[src/hdl/mti_pkg.sv]
`timescale 1ns / 1ps
package mti_pkg;

   localparam int MaxInputs = 4;
   localparam int MaxDegree = 3;
   localparam int MaxNodes  = 64;
   localparam int FracBits  = 16;
   localparam int MaxCount  = 7;

   localparam int FeatCap = (MaxDegree <= 1) ? MaxInputs :
      (MaxDegree == 2) ? ((MaxInputs + 2) * (MaxInputs + 1)) / 2 - 1 :
      (MaxDegree == 3) ? ((MaxInputs + 3) * (MaxInputs + 2) * (MaxInputs + 1)) / 6 - 1 :
      ((MaxInputs + 4) * (MaxInputs + 3) * (MaxInputs + 2) * (MaxInputs + 1)) / 24 - 1;
   localparam int Slots = FeatCap + 1;

   localparam int NodeW   = 7;
   localparam int NodeAw  = $clog2(MaxNodes);
   localparam int SlotW   = 6;
   localparam int FeatAw  = $clog2(Slots);
   localparam int CoefAw  = $clog2(MaxNodes * Slots);
   localparam int RawAw   = $clog2(MaxInputs);
   localparam int CountW  = 3;
   localparam int DegW    = 2;
   localparam int RndW    = 64 - FracBits;
   localparam int QueueDepth = 2;

   typedef enum logic [1:0] {
      KIND_HDR  = 2'd0,
      KIND_COEF = 2'd1,
      KIND_FEAT = 2'd2,
      KIND_NONE = 2'd3
   } kind_type;

   typedef enum logic [1:0] {
      ERR_NONE  = 2'd0,
      ERR_COUNT = 2'd1,
      ERR_WALK  = 2'd2
   } err_type;

   typedef enum logic [1:0] {
      CSR_OBLIQUE = 2'd0,
      CSR_DEGREE  = 2'd1,
      CSR_INTER   = 2'd2,
      CSR_COUNT   = 2'd3
   } csr_index_type;

   typedef enum logic [1:0] {
      OP_HDR  = 2'd0,
      OP_COEF = 2'd1,
      OP_FEAT = 2'd2
   } op_type;

   typedef struct packed {
      logic [1:0]         kind;
      logic [6:0]         node_index;
      logic               leaf_flag;
      logic [6:0]         first_child;
      logic [6:0]         second_child;
      logic [5:0]         coef_slot;
      logic signed [31:0] coef_value;
      logic signed [31:0] feature_value;
      logic               last_feature;
   } req_type;

   typedef struct packed {
      logic signed [31:0] prediction;
      logic [6:0]         leaf_node;
      logic [1:0]         error_code;
   } rsp_type;

   typedef struct packed {
      logic              oblique_splits;
      logic [DegW-1:0]   poly_degree;
      logic              distinct_only;
      logic [CountW-1:0] input_count;
   } cfg_type;

   typedef struct packed {
      op_type             op;
      logic [NodeAw-1:0]  node_addr;
      logic               leaf;
      logic [NodeW-1:0]   child0;
      logic [NodeW-1:0]   child1;
      logic [SlotW-1:0]   slot;
      logic signed [31:0] value;
      logic               last;
   } cmd_type;

   function automatic logic signed [RndW-1:0] rnd_prod(input logic signed [63:0] p);
      logic signed [63:0] t;
      t = (p + (64'sd1 <<< (FracBits - 1))) >>> FracBits;
      return t[RndW-1:0];
   endfunction

   function automatic logic signed [31:0] sat32(input logic signed [63:0] v);
      if (v > 64'sd2147483647) begin
         return 32'sh7fffffff;
      end else if (v < -64'sd2147483648) begin
         return 32'sh80000000;
      end
      return v[31:0];
   endfunction

endpackage

[src/hdl/mti_front.sv]
`timescale 1ns / 1ps
module mti_front (
   input  logic             clock,
   input  logic             reset,
   input  logic             req_valid,
   output logic             req_ready,
   input  mti_pkg::req_type req_data,
   output logic             q_valid,
   input  logic             q_ready,
   output mti_pkg::cmd_type q_cmd
);
   import mti_pkg::*;

   localparam int PtrW = $clog2(QueueDepth);

   cmd_type         queue_ff [QueueDepth];
   logic [PtrW-1:0] wptr_ff;
   logic [PtrW-1:0] rptr_ff;
   logic [PtrW:0]   count_ff;
   cmd_type         cmd;
   logic            keep;
   logic            node_ok;
   logic            push;
   logic            pop;

   assign node_ok = (req_data.node_index >= NodeW'(1)) &&
                    (req_data.node_index <= NodeW'(MaxNodes));

   always_comb begin
      cmd.node_addr = NodeAw'(req_data.node_index - NodeW'(1));
      cmd.leaf      = req_data.leaf_flag;
      cmd.child0    = req_data.first_child;
      cmd.child1    = req_data.second_child;
      cmd.slot      = req_data.coef_slot;
      cmd.last      = req_data.last_feature;
      cmd.op        = OP_FEAT;
      cmd.value     = req_data.feature_value;
      keep          = 1'b0;
      case (kind_type'(req_data.kind))
         KIND_HDR: begin
            cmd.op = OP_HDR;
            keep   = node_ok;
         end
         KIND_COEF: begin
            cmd.op    = OP_COEF;
            cmd.value = req_data.coef_value;
            keep      = node_ok && (req_data.coef_slot < SlotW'(Slots));
         end
         KIND_FEAT: begin
            keep = 1'b1;
         end
         default: begin
            keep = 1'b0;
         end
      endcase
   end

   assign req_ready = (count_ff < (PtrW + 1)'(QueueDepth));
   assign push      = req_valid && req_ready && keep;
   assign q_valid   = (count_ff != '0);
   assign pop       = q_valid && q_ready;
   assign q_cmd     = queue_ff[rptr_ff];

   always_ff @(posedge clock) begin
      if (push) begin
         queue_ff[wptr_ff] <= cmd;
      end
   end

   always_ff @(posedge clock) begin
      if (reset) begin
         wptr_ff  <= '0;
         rptr_ff  <= '0;
         count_ff <= '0;
      end else begin
         if (push) begin
            wptr_ff <= (wptr_ff == PtrW'(QueueDepth - 1)) ? '0 : wptr_ff + PtrW'(1);
         end
         if (pop) begin
            rptr_ff <= (rptr_ff == PtrW'(QueueDepth - 1)) ? '0 : rptr_ff + PtrW'(1);
         end
         if (push && !pop) begin
            count_ff <= count_ff + (PtrW + 1)'(1);
         end else if (pop && !push) begin
            count_ff <= count_ff - (PtrW + 1)'(1);
         end
      end
   end

endmodule

[config.mk]
export PLATFORM = sky130hd
export DESIGN_NAME = mti_front
export DESIGN_NICKNAME = d
export VERILOG_FILES = /design/src/hdl/mti_pkg.sv /design/src/hdl/mti_front.sv
export SDC_FILE = /design/constraint.sdc
export NUM_CORES = 1
export LEC_CHECK = 0
export BUFFER_PORTS_ARGS = -buffer_cell sky130_fd_sc_hd__buf_2
export CORE_AREA = 2 2 124 102
export CTS_BUF_LIST = sky130_fd_sc_hd__clkbuf_4
export DETAILED_ROUTE_END_ITERATION = 16
export DIE_AREA = 0 0 126 104
export PLACE_DENSITY = 0.73
export SKIP_CTS_REPAIR_TIMING = 1
export SYNTH_ARGS = -nofsm -noshare
export SYNTH_HDL_FRONTEND = slang
export SYNTH_SLANG_ARGS = --single-unit
[constraint.sdc]
create_clock -name clock -period 4.6 [get_ports clock]
set_input_delay 0.46 -clock clock [delete_from_list [all_inputs] [get_ports clock]]
set_output_delay 0.46 -clock clock [all_outputs]
set_load 0.02 [all_outputs]
==> impl_summary.txt, run 1 <==
----------------------------------------------------
[Placement]
  Routability-driven placement congestion ratio ... 0.765
  Pre-CTS WS ... 1.63 ns
  Number of input and output port buffers inserted ... 162

[STA]
  Final setup slack of the worst path ... 1.68 ns
  Pins Over Slew Limit ... 0
  Total count of hold-check failures in the final report ... 0
  Part of the cycle the worst path needs ... 63.6%
  Achievable frequency ... 0.342 GHz
  Final setup violation count ... 0
  Worst-Margin Slew ... 0.883 ns
  Largest clock skew in the final design ... 0.00906 ns
  Total negative slack for setup checks ... 0 ns
  Worst slew margin relative to its limit ... roughly 41%
  Post-layout min period ... between 2 and 3 ns
  Unrepaired setup endpoints after global routing ... no

[Global routing]
  Number of global-route vias before repair ... between 3k and 4k
  Initial antenna violation count ... 0
  Maximum number of pins on one net before global-route repair ... 48
  Global-route wire length before repair ... 15.4 mm
  Total congestion overflow after global routing ... 0
  Total GRT Usage ... 15.3%

[Power]
  Switching Power ... just over 1 mW
  Fraction of power consumed by combinational cells ... ~28%
  Proportion of total power due to net switching ... 32.3%
  Pwr per Cell Area ... 484 nW/um^2
  Worst vdd ir ... 0.252 mV
  Total Power Consumption ... 3.17 mW
  Seq pwr share ... 47.2%
  Share of power burned in the clock network ... 24.9%
  Pint ... 2.15 mW
  Static leakage ... between 2 and 2.5 nW

[Drt]
  DRC marker count from the first detailed-route iteration ... 125
  Drt via density ... 4.78
  Overall routed net length ... 9.74 mm
  DRC ... 0
  Uppermost layer routed ... met4
  Total routed wire length on the met1 layer ... 4.06 mm
  Post-route antenna net violation count ... 0
  Detailed-routed wire length on met2 ... 4.86 mm
  Total via count after detailed routing ... about 3k
  Wirelength per Cell ... 15.8 um
  TritonRoute pass-1 iters ... 4
  DR WL met3 ... 741 um

[Yosys]
  Average instance area after synthesis ... 18.7 um^2
  Number of instances in the synthesized netlist ... 280
  FF+latch count, synth ... 129
  Syn Std Cell Area ... 5250 um^2
  Syn nets ... 383
  Count of cell types in the netlist ... 27
  Number of enable flip-flop cells after synthesis ... 124
  Sequential share of the synthesized area ... 72.9%
  Top_reg_cell synth ... edfxtp_1
  Syn. warnings ... 0
  FFs w/ async S/R, synth ... 0%

[Critical path]
  Critical path startpoint category ... flop
  Worst setup path class ... reg -> out
  Register-to-register path setup slack ... about 2.2 ns
  R2R depth ... 5
  Maximum fanout along the worst path ... 36
  Maximum cell stage delay along the critical path ... 0.93 ns
  Type of destination of the critical path ... output pin
  Crit path required time ... 4.14 ns
  Critical-path cell list ... buf_4, mux2_2, buf_2
  Endpoint arrival time on the critical path ... 2.46 ns
  Slowest stage cell on the critical path ... dfxtp_2

[Floorplanning]
  Number of core rows ... 36
  Horizontal extent of the die ... 126 um
  Area of the die ... 13100 um^2
  Vert. Die Dim ... 104 um
  Placeable core area ... between 10000 and 15000 um^2
  Initial core utilization ... 44.1%
  IO Count ... 163

[Cells and area]
  Number of nets at the end of the flow ... 555
  Diode insertion count for antenna repair ... 0
  Proportion of layout cells with a drive suffix above 1 ... around 64%
  Layout-stage area growth over the synthesis result ... 24.8%

[Clocking]
  Clock root cell ... clkbuf_4
  Clock sink count ... 129
  Deepest level of the CTS H-tree ... 4
  Clock tree from TritonCTS ... built
  Clock latency of the later-clocked register in the worst-skew pair ... 0.50 ns
  Number of CTS-inserted buffers ... 17
  Post-CTS clock slew at the launch and capture registers of the worst setup and hold paths ... 0.13 ns
  CTS Buffer Depth ... 2

[Run status]
  Run status ... finished clean

[Run]
  Number of max-capacitance violations reported ... 0

[Hold path]
  Min-Delay Path Depth ... 1
  Classification of the worst-slack hold path ... in -> reg

----------------------------------------------------
-- synthesized netlist by cell type, drive strengths merged (2+ instances only) --
| cell type | number | share of area [%] |
|---|---|---|
| nor3 | 2 | 0.19 |
| ha | 4 | 0.95 |
| clkbuf | 5 | 0.36 |
| buf | 7 | 0.60 |
| nand2 | 4 | 0.29 |
| inv | 4 | 0.29 |
| xor2 | 5 | 0.83 |
| nor2 | 6 | 0.43 |
| edfxtp | 124 | 71 |
| a21oi | 3 | 0.29 |
| mux2 | 95 | 20 |
| nor4 | 3 | 0.76 |
| dfxtp | 5 | 1.9 |
| xnor2 | 2 | 0.33 |
| o21ai | 2 | 0.19 |
| nor2b | 2 | 0.24 |
-- cell families after synthesis --
group                    Yosys count  share of synthesized area (%)
adder cells (fa/ha/maj)            4                          0.954
XOR/XNOR                           7                           1.17
AND/OR/NAND/NOR                   24                           2.79
buffers and inverters             16                           1.24
multiplexers                      95                           20.5
AO/OA/AOI/OAI                      5                          0.477
flip-flops                       129                           72.9
-- per-stage QoR --
stage / instance area (um^2) / util [%] / std cells / hold slack, ns
after floorplan: 5250 / - / 280 / 0.460
after global placement: 6240 / 52.5 / 585 / 0.483
after detailed placement: 6240 / 52.5 / 585 / 0.502
after CTS: 6540 / 55.0 / 617 / 0.0859
after global routing: 6540 / 55.0 / 617 / 0.0450
final: 6540 / 55.0 / 617 / 0.145
-- layout by cell type, fill, tap and decap left out, types with 2 or more instances in the layout --
cell,n
dfxtp_1,4
bufinv_16,2
clkbuf_4,17
mux2_2,94
nand2_1,4
buf_2,162
ha_1,4
nor2_1,6
nor3_1,2
edfxtp_1,124
xnor2_1,2
inv_6,6
a21oi_1,3
inv_8,2
buf_4,2
o21ai_0,2
xor2_1,5
inv_1,4
clkinvlp_4,4
-- critical path: cells and delay by family, from the launching register on --
| kind | cells | cell delay, ns |
|---|---|---|
| flops | 1 | 0.93 |
| mux | 1 | 0.39 |
| buf+inv | 2 | 0.65 |
-- flip-flops by register name, indices dropped and copies added, names as in the netlist, named ones only --
| name | count |
|---|---|
| wptr_ff | 1 |
| rptr_ff | 1 |
| queue_ff | 124 |
| count_ff | 2 |
-- power by group through the flow --
stage	clock network (mW)	logic (mW)	registers, mW
finish	0.789	0.884	1.50
global route	0.875	0.948	1.51
CTS	0.816	0.900	1.50
detailed placement	0	0.894	1.53
global placement	0	0.888	1.52
floorplan	0	0.647	1.47
-- worst paths after layout --
kind / start / end
worst min register to register: rptr_ff / flop
worst max-delay path: flop / q_cmd[61]
worst max register to register: count_ff[1] / queue_ff[0][29]
worst min-delay path: req_data[77] / queue_ff[0][45]
-- final cells by class --
cell class / instances / area (um^2)
sequential: 129 / 3820
clock buffer: 17 / 128
timing repair buffer: 165 / 846
inverter: 4 / 15.0
clock inverter: 15 / 174
multi-input combinational: 135 / 1370
tap: 152 / 190
fill: 982 / 5350
-- routing by layer --
layer  track usage, %  vias up
met2             25.2      116
met1             18.7     1395
met4             5.26        0
met5                0        -
met3             5.71        6
li1                 -     1435
Power figures use the tool's default switching activity.
==> run 2, diff against run 1 <==
- clock period: 4.6 -> 2.4 ns (I/O delays scaled with it)
==> run 2 against run 1 <==
  * Sequential power increased by 85%
  * Register-to-register slack got worse by 1.5 ns
  * First-iteration DRC count decreased by 12%
  * Power increased by 110%
  * Critical endpoint is now q_cmd[21]
  * Largest cell class unchanged
  * Largest power group unchanged
==> impl_summary.txt, run 2 (synthesized netlist as in run 1, its figures left out) <==
----------------------------------------------------
[Run status]
  Run status ... finished clean (unchanged)

[Drt]
  TritonRoute pass-1 iters ... 4 (unchanged)
  Overall routed net length ... 10.4 mm (was 9.74 mm)
  Wirelength per Cell ... 15.7 um (was 15.8 um)
  Total routed wire length on the met1 layer ... 4.35 mm (was 4.06 mm)
  DRC marker count from the first detailed-route iteration ... 110 (was 125)
  Detailed-routed wire length on met2 ... 5.16 mm (was 4.86 mm)
  Drt via density ... 4.76 (was 4.78)
  Total via count after detailed routing ... 3148 (was 2952)
  DR WL met3 ... 738 um (was 741 um)
  DRC ... 0 (unchanged)
  Post-route antenna net violation count ... 0 (unchanged)
  Uppermost layer routed ... met4 (unchanged)

[Floorplanning]
  Horizontal extent of the die ... 126 um (unchanged)
  Number of core rows ... 36 (unchanged)
  Placeable core area ... 11900 um^2 (unchanged)
  IO Count ... 163 (unchanged)
  Area of the die ... 13100 um^2 (unchanged)
  Vert. Die Dim ... 104 um (unchanged)
  Initial core utilization ... 44.1% (unchanged)

[Clocking]
  Clock root cell ... clkbuf_4 (unchanged)
  Clock sink count ... 129 (unchanged)
  CTS Buffer Depth ... 2 (unchanged)
  Deepest level of the CTS H-tree ... 4 (unchanged)
  Number of CTS-inserted buffers ... 17 (unchanged)
  Clock tree from TritonCTS ... built (unchanged)
  Clock latency of the later-clocked register in the worst-skew pair ... 0.51 ns (was 0.50 ns)
  Post-CTS clock slew at the launch and capture registers of the worst setup and hold paths ... 0.11 ns (was 0.13 ns)

[Critical path]
  R2R depth ... 6 (was 5)
  Maximum fanout along the worst path ... 33 (was 36)
  Critical path startpoint category ... flop (unchanged)
  Type of destination of the critical path ... output pin (unchanged)
  Crit path required time ... 2.16 ns (was 4.14 ns)
  Endpoint arrival time on the critical path ... 1.81 ns (was 2.46 ns)
  Worst setup path class ... reg -> out (unchanged)

[Global routing]
  Total GRT Usage ... 15.5% (was 15.3%)
  Global-route wire length before repair ... 15.6 mm (was 15.4 mm)
  Number of global-route vias before repair ... 3144 (was 3096)
  Total congestion overflow after global routing ... 0 (unchanged)
  Maximum number of pins on one net before global-route repair ... 35 (was 48)
  Initial antenna violation count ... 0 (unchanged)

[Placement]
  Routability-driven placement congestion ratio ... 0.674 (was 0.765)
  Pre-CTS WS ... 0.316 ns (was 1.63 ns)
  Post-Place Cells ... 589 (was 585)
  Number of input and output port buffers inserted ... 162 (unchanged)
  Final HPWL from detailed placement ... 6.56 mm
  Placed Area ... 6320 um^2 (was 6240 um^2)

[Cells and area]
  Number of nets at the end of the flow ... 599 (was 555)
  Number of cells in the finished layout apart from fillers ... 661 (was 617)
  Register with the highest flop count ... queue_ff (unchanged)
  Most frequent cells in the layout ... 162 x buf_2, 124 x edfxtp_1, 94 x mux2_2 (unchanged)
  Layout-stage area growth over the synthesis result ... 36.2% (was 24.8%)
  Proportion of layout cells with a drive suffix above 1 ... 59.7% (was 64.3%)
  Final cell utilization of the core ... 60.1% (was 55.0%)
  Most common cell after layout, fill and taps aside ... buf_2 (unchanged)
  Post-route cell area ... 7140 um^2 (was 6540 um^2)
  Largest register FFs ... 124 (unchanged)
  Biggest regs ... queue_ff x124, count_ff x2 (unchanged)
  Filler Cell Count ... 948 (was 982)
  Diode insertion count for antenna repair ... 0 (unchanged)

[STA]
  Worst-Margin Slew ... 0.458 ns (was 0.883 ns)
  Total negative slack for setup checks ... 0 ns (unchanged)
  Worst slew margin relative to its limit ... 69.5% (was 41.1%)
  Achievable frequency ... 0.488 GHz
  Largest clock skew in the final design ... 0.0110 ns (was 0.00906 ns)
  Pins Over Slew Limit ... 0 (unchanged)
  Total count of hold-check failures in the final report ... 0 (unchanged)
  Part of the cycle the worst path needs ... 85.4%
  Final setup slack of the worst path ... 0.350 ns (was 1.68 ns)
  Post-layout min period ... 2.05 ns
  Unrepaired setup endpoints after global routing ... no (unchanged)
  Final setup violation count ... 0 (unchanged)

[Hold path]
  Classification of the worst-slack hold path ... in -> reg (unchanged)
  Min-Delay Path Depth ... 2 (was 1)

[Power]
  Worst vdd ir ... 0.614 mV (was 0.252 mV)
  Static leakage ... 2.74 nW (was 2.48 nW)
  Pwr per Cell Area ... 937 nW/um^2 (was 484 nW/um^2)

[Run]
  Number of max-capacitance violations reported ... 0 (unchanged)

----------------------------------------------------
run 2: cell count changes in the layout (fill, tap and decap cells not counted), moves of 2 or more:
cell           delta
inv_6             -6
clkinvlp_4        -2
inv_8             -2
bufinv_16         +6
dlygate4sd3_1    +40
clkinv_4          +2
buf_12            +3
run 2: path summary, 6_finish.rpt:
check	start	end	slack (ns)
max	flop	q_cmd[21]	0.35
min reg2reg	rptr_ff	rptr_ff	0.52
min	req_data[45]	queue_ff[0][13]	0.05
max reg2reg	count_ff[1]	count_ff[1]	0.70
run 2: worst max-delay path, cell delays in order (launching register included):
cell and delay [ns]:
dfxtp_2 0.34, buf_4 0.39, mux2_2 0.40, buf_2 0.16
run 2: final cells by class:
cell class,count,area (um^2),share of cell area (%)
Sequential cell,129,3820,53.5
Clock buffer,18,135,1.89
Clock inverter,14,285,3.99
Inverter,4,15.0,0.210
Timing Repair Buffer,209,1310,18.4
Multi-Input combinational cell,135,1380,19.3
Tap cell,152,190,2.66
run 2: power breakdown:
part / leakage (nW) / total [mW] / internal (mW) / switching, mW
registers: 1.18 / 2.78 / 2.72 / 0.0600
clock network: 0.210 / 2.04 / 1.26 / 0.779
logic: 1.35 / 1.88 / 0.818 / 1.06
total: 2.74 / 6.69 / 4.79 / 1.90
run 2: per-layer routing:
layer / GRT usage, % / vias up
met5: 0 / -
met4: 4.71 / 0
met3: 5.97 / 10
met2: 26.0 / 120
met1: 18.5 / 1503
li1: - / 1515
run 2: through the flow:
step | hold slack [ns] | total power [mW]
2_1_floorplan | 0.309 | 4.06
3_3_place_gp | 0.427 | 4.64
3_5_place_dp | 0.432 | 4.67
4_1_cts | -0.134 | 6.72
5_1_grt | -0.00312 | 7.00
6_report | 0.0491 | 6.69
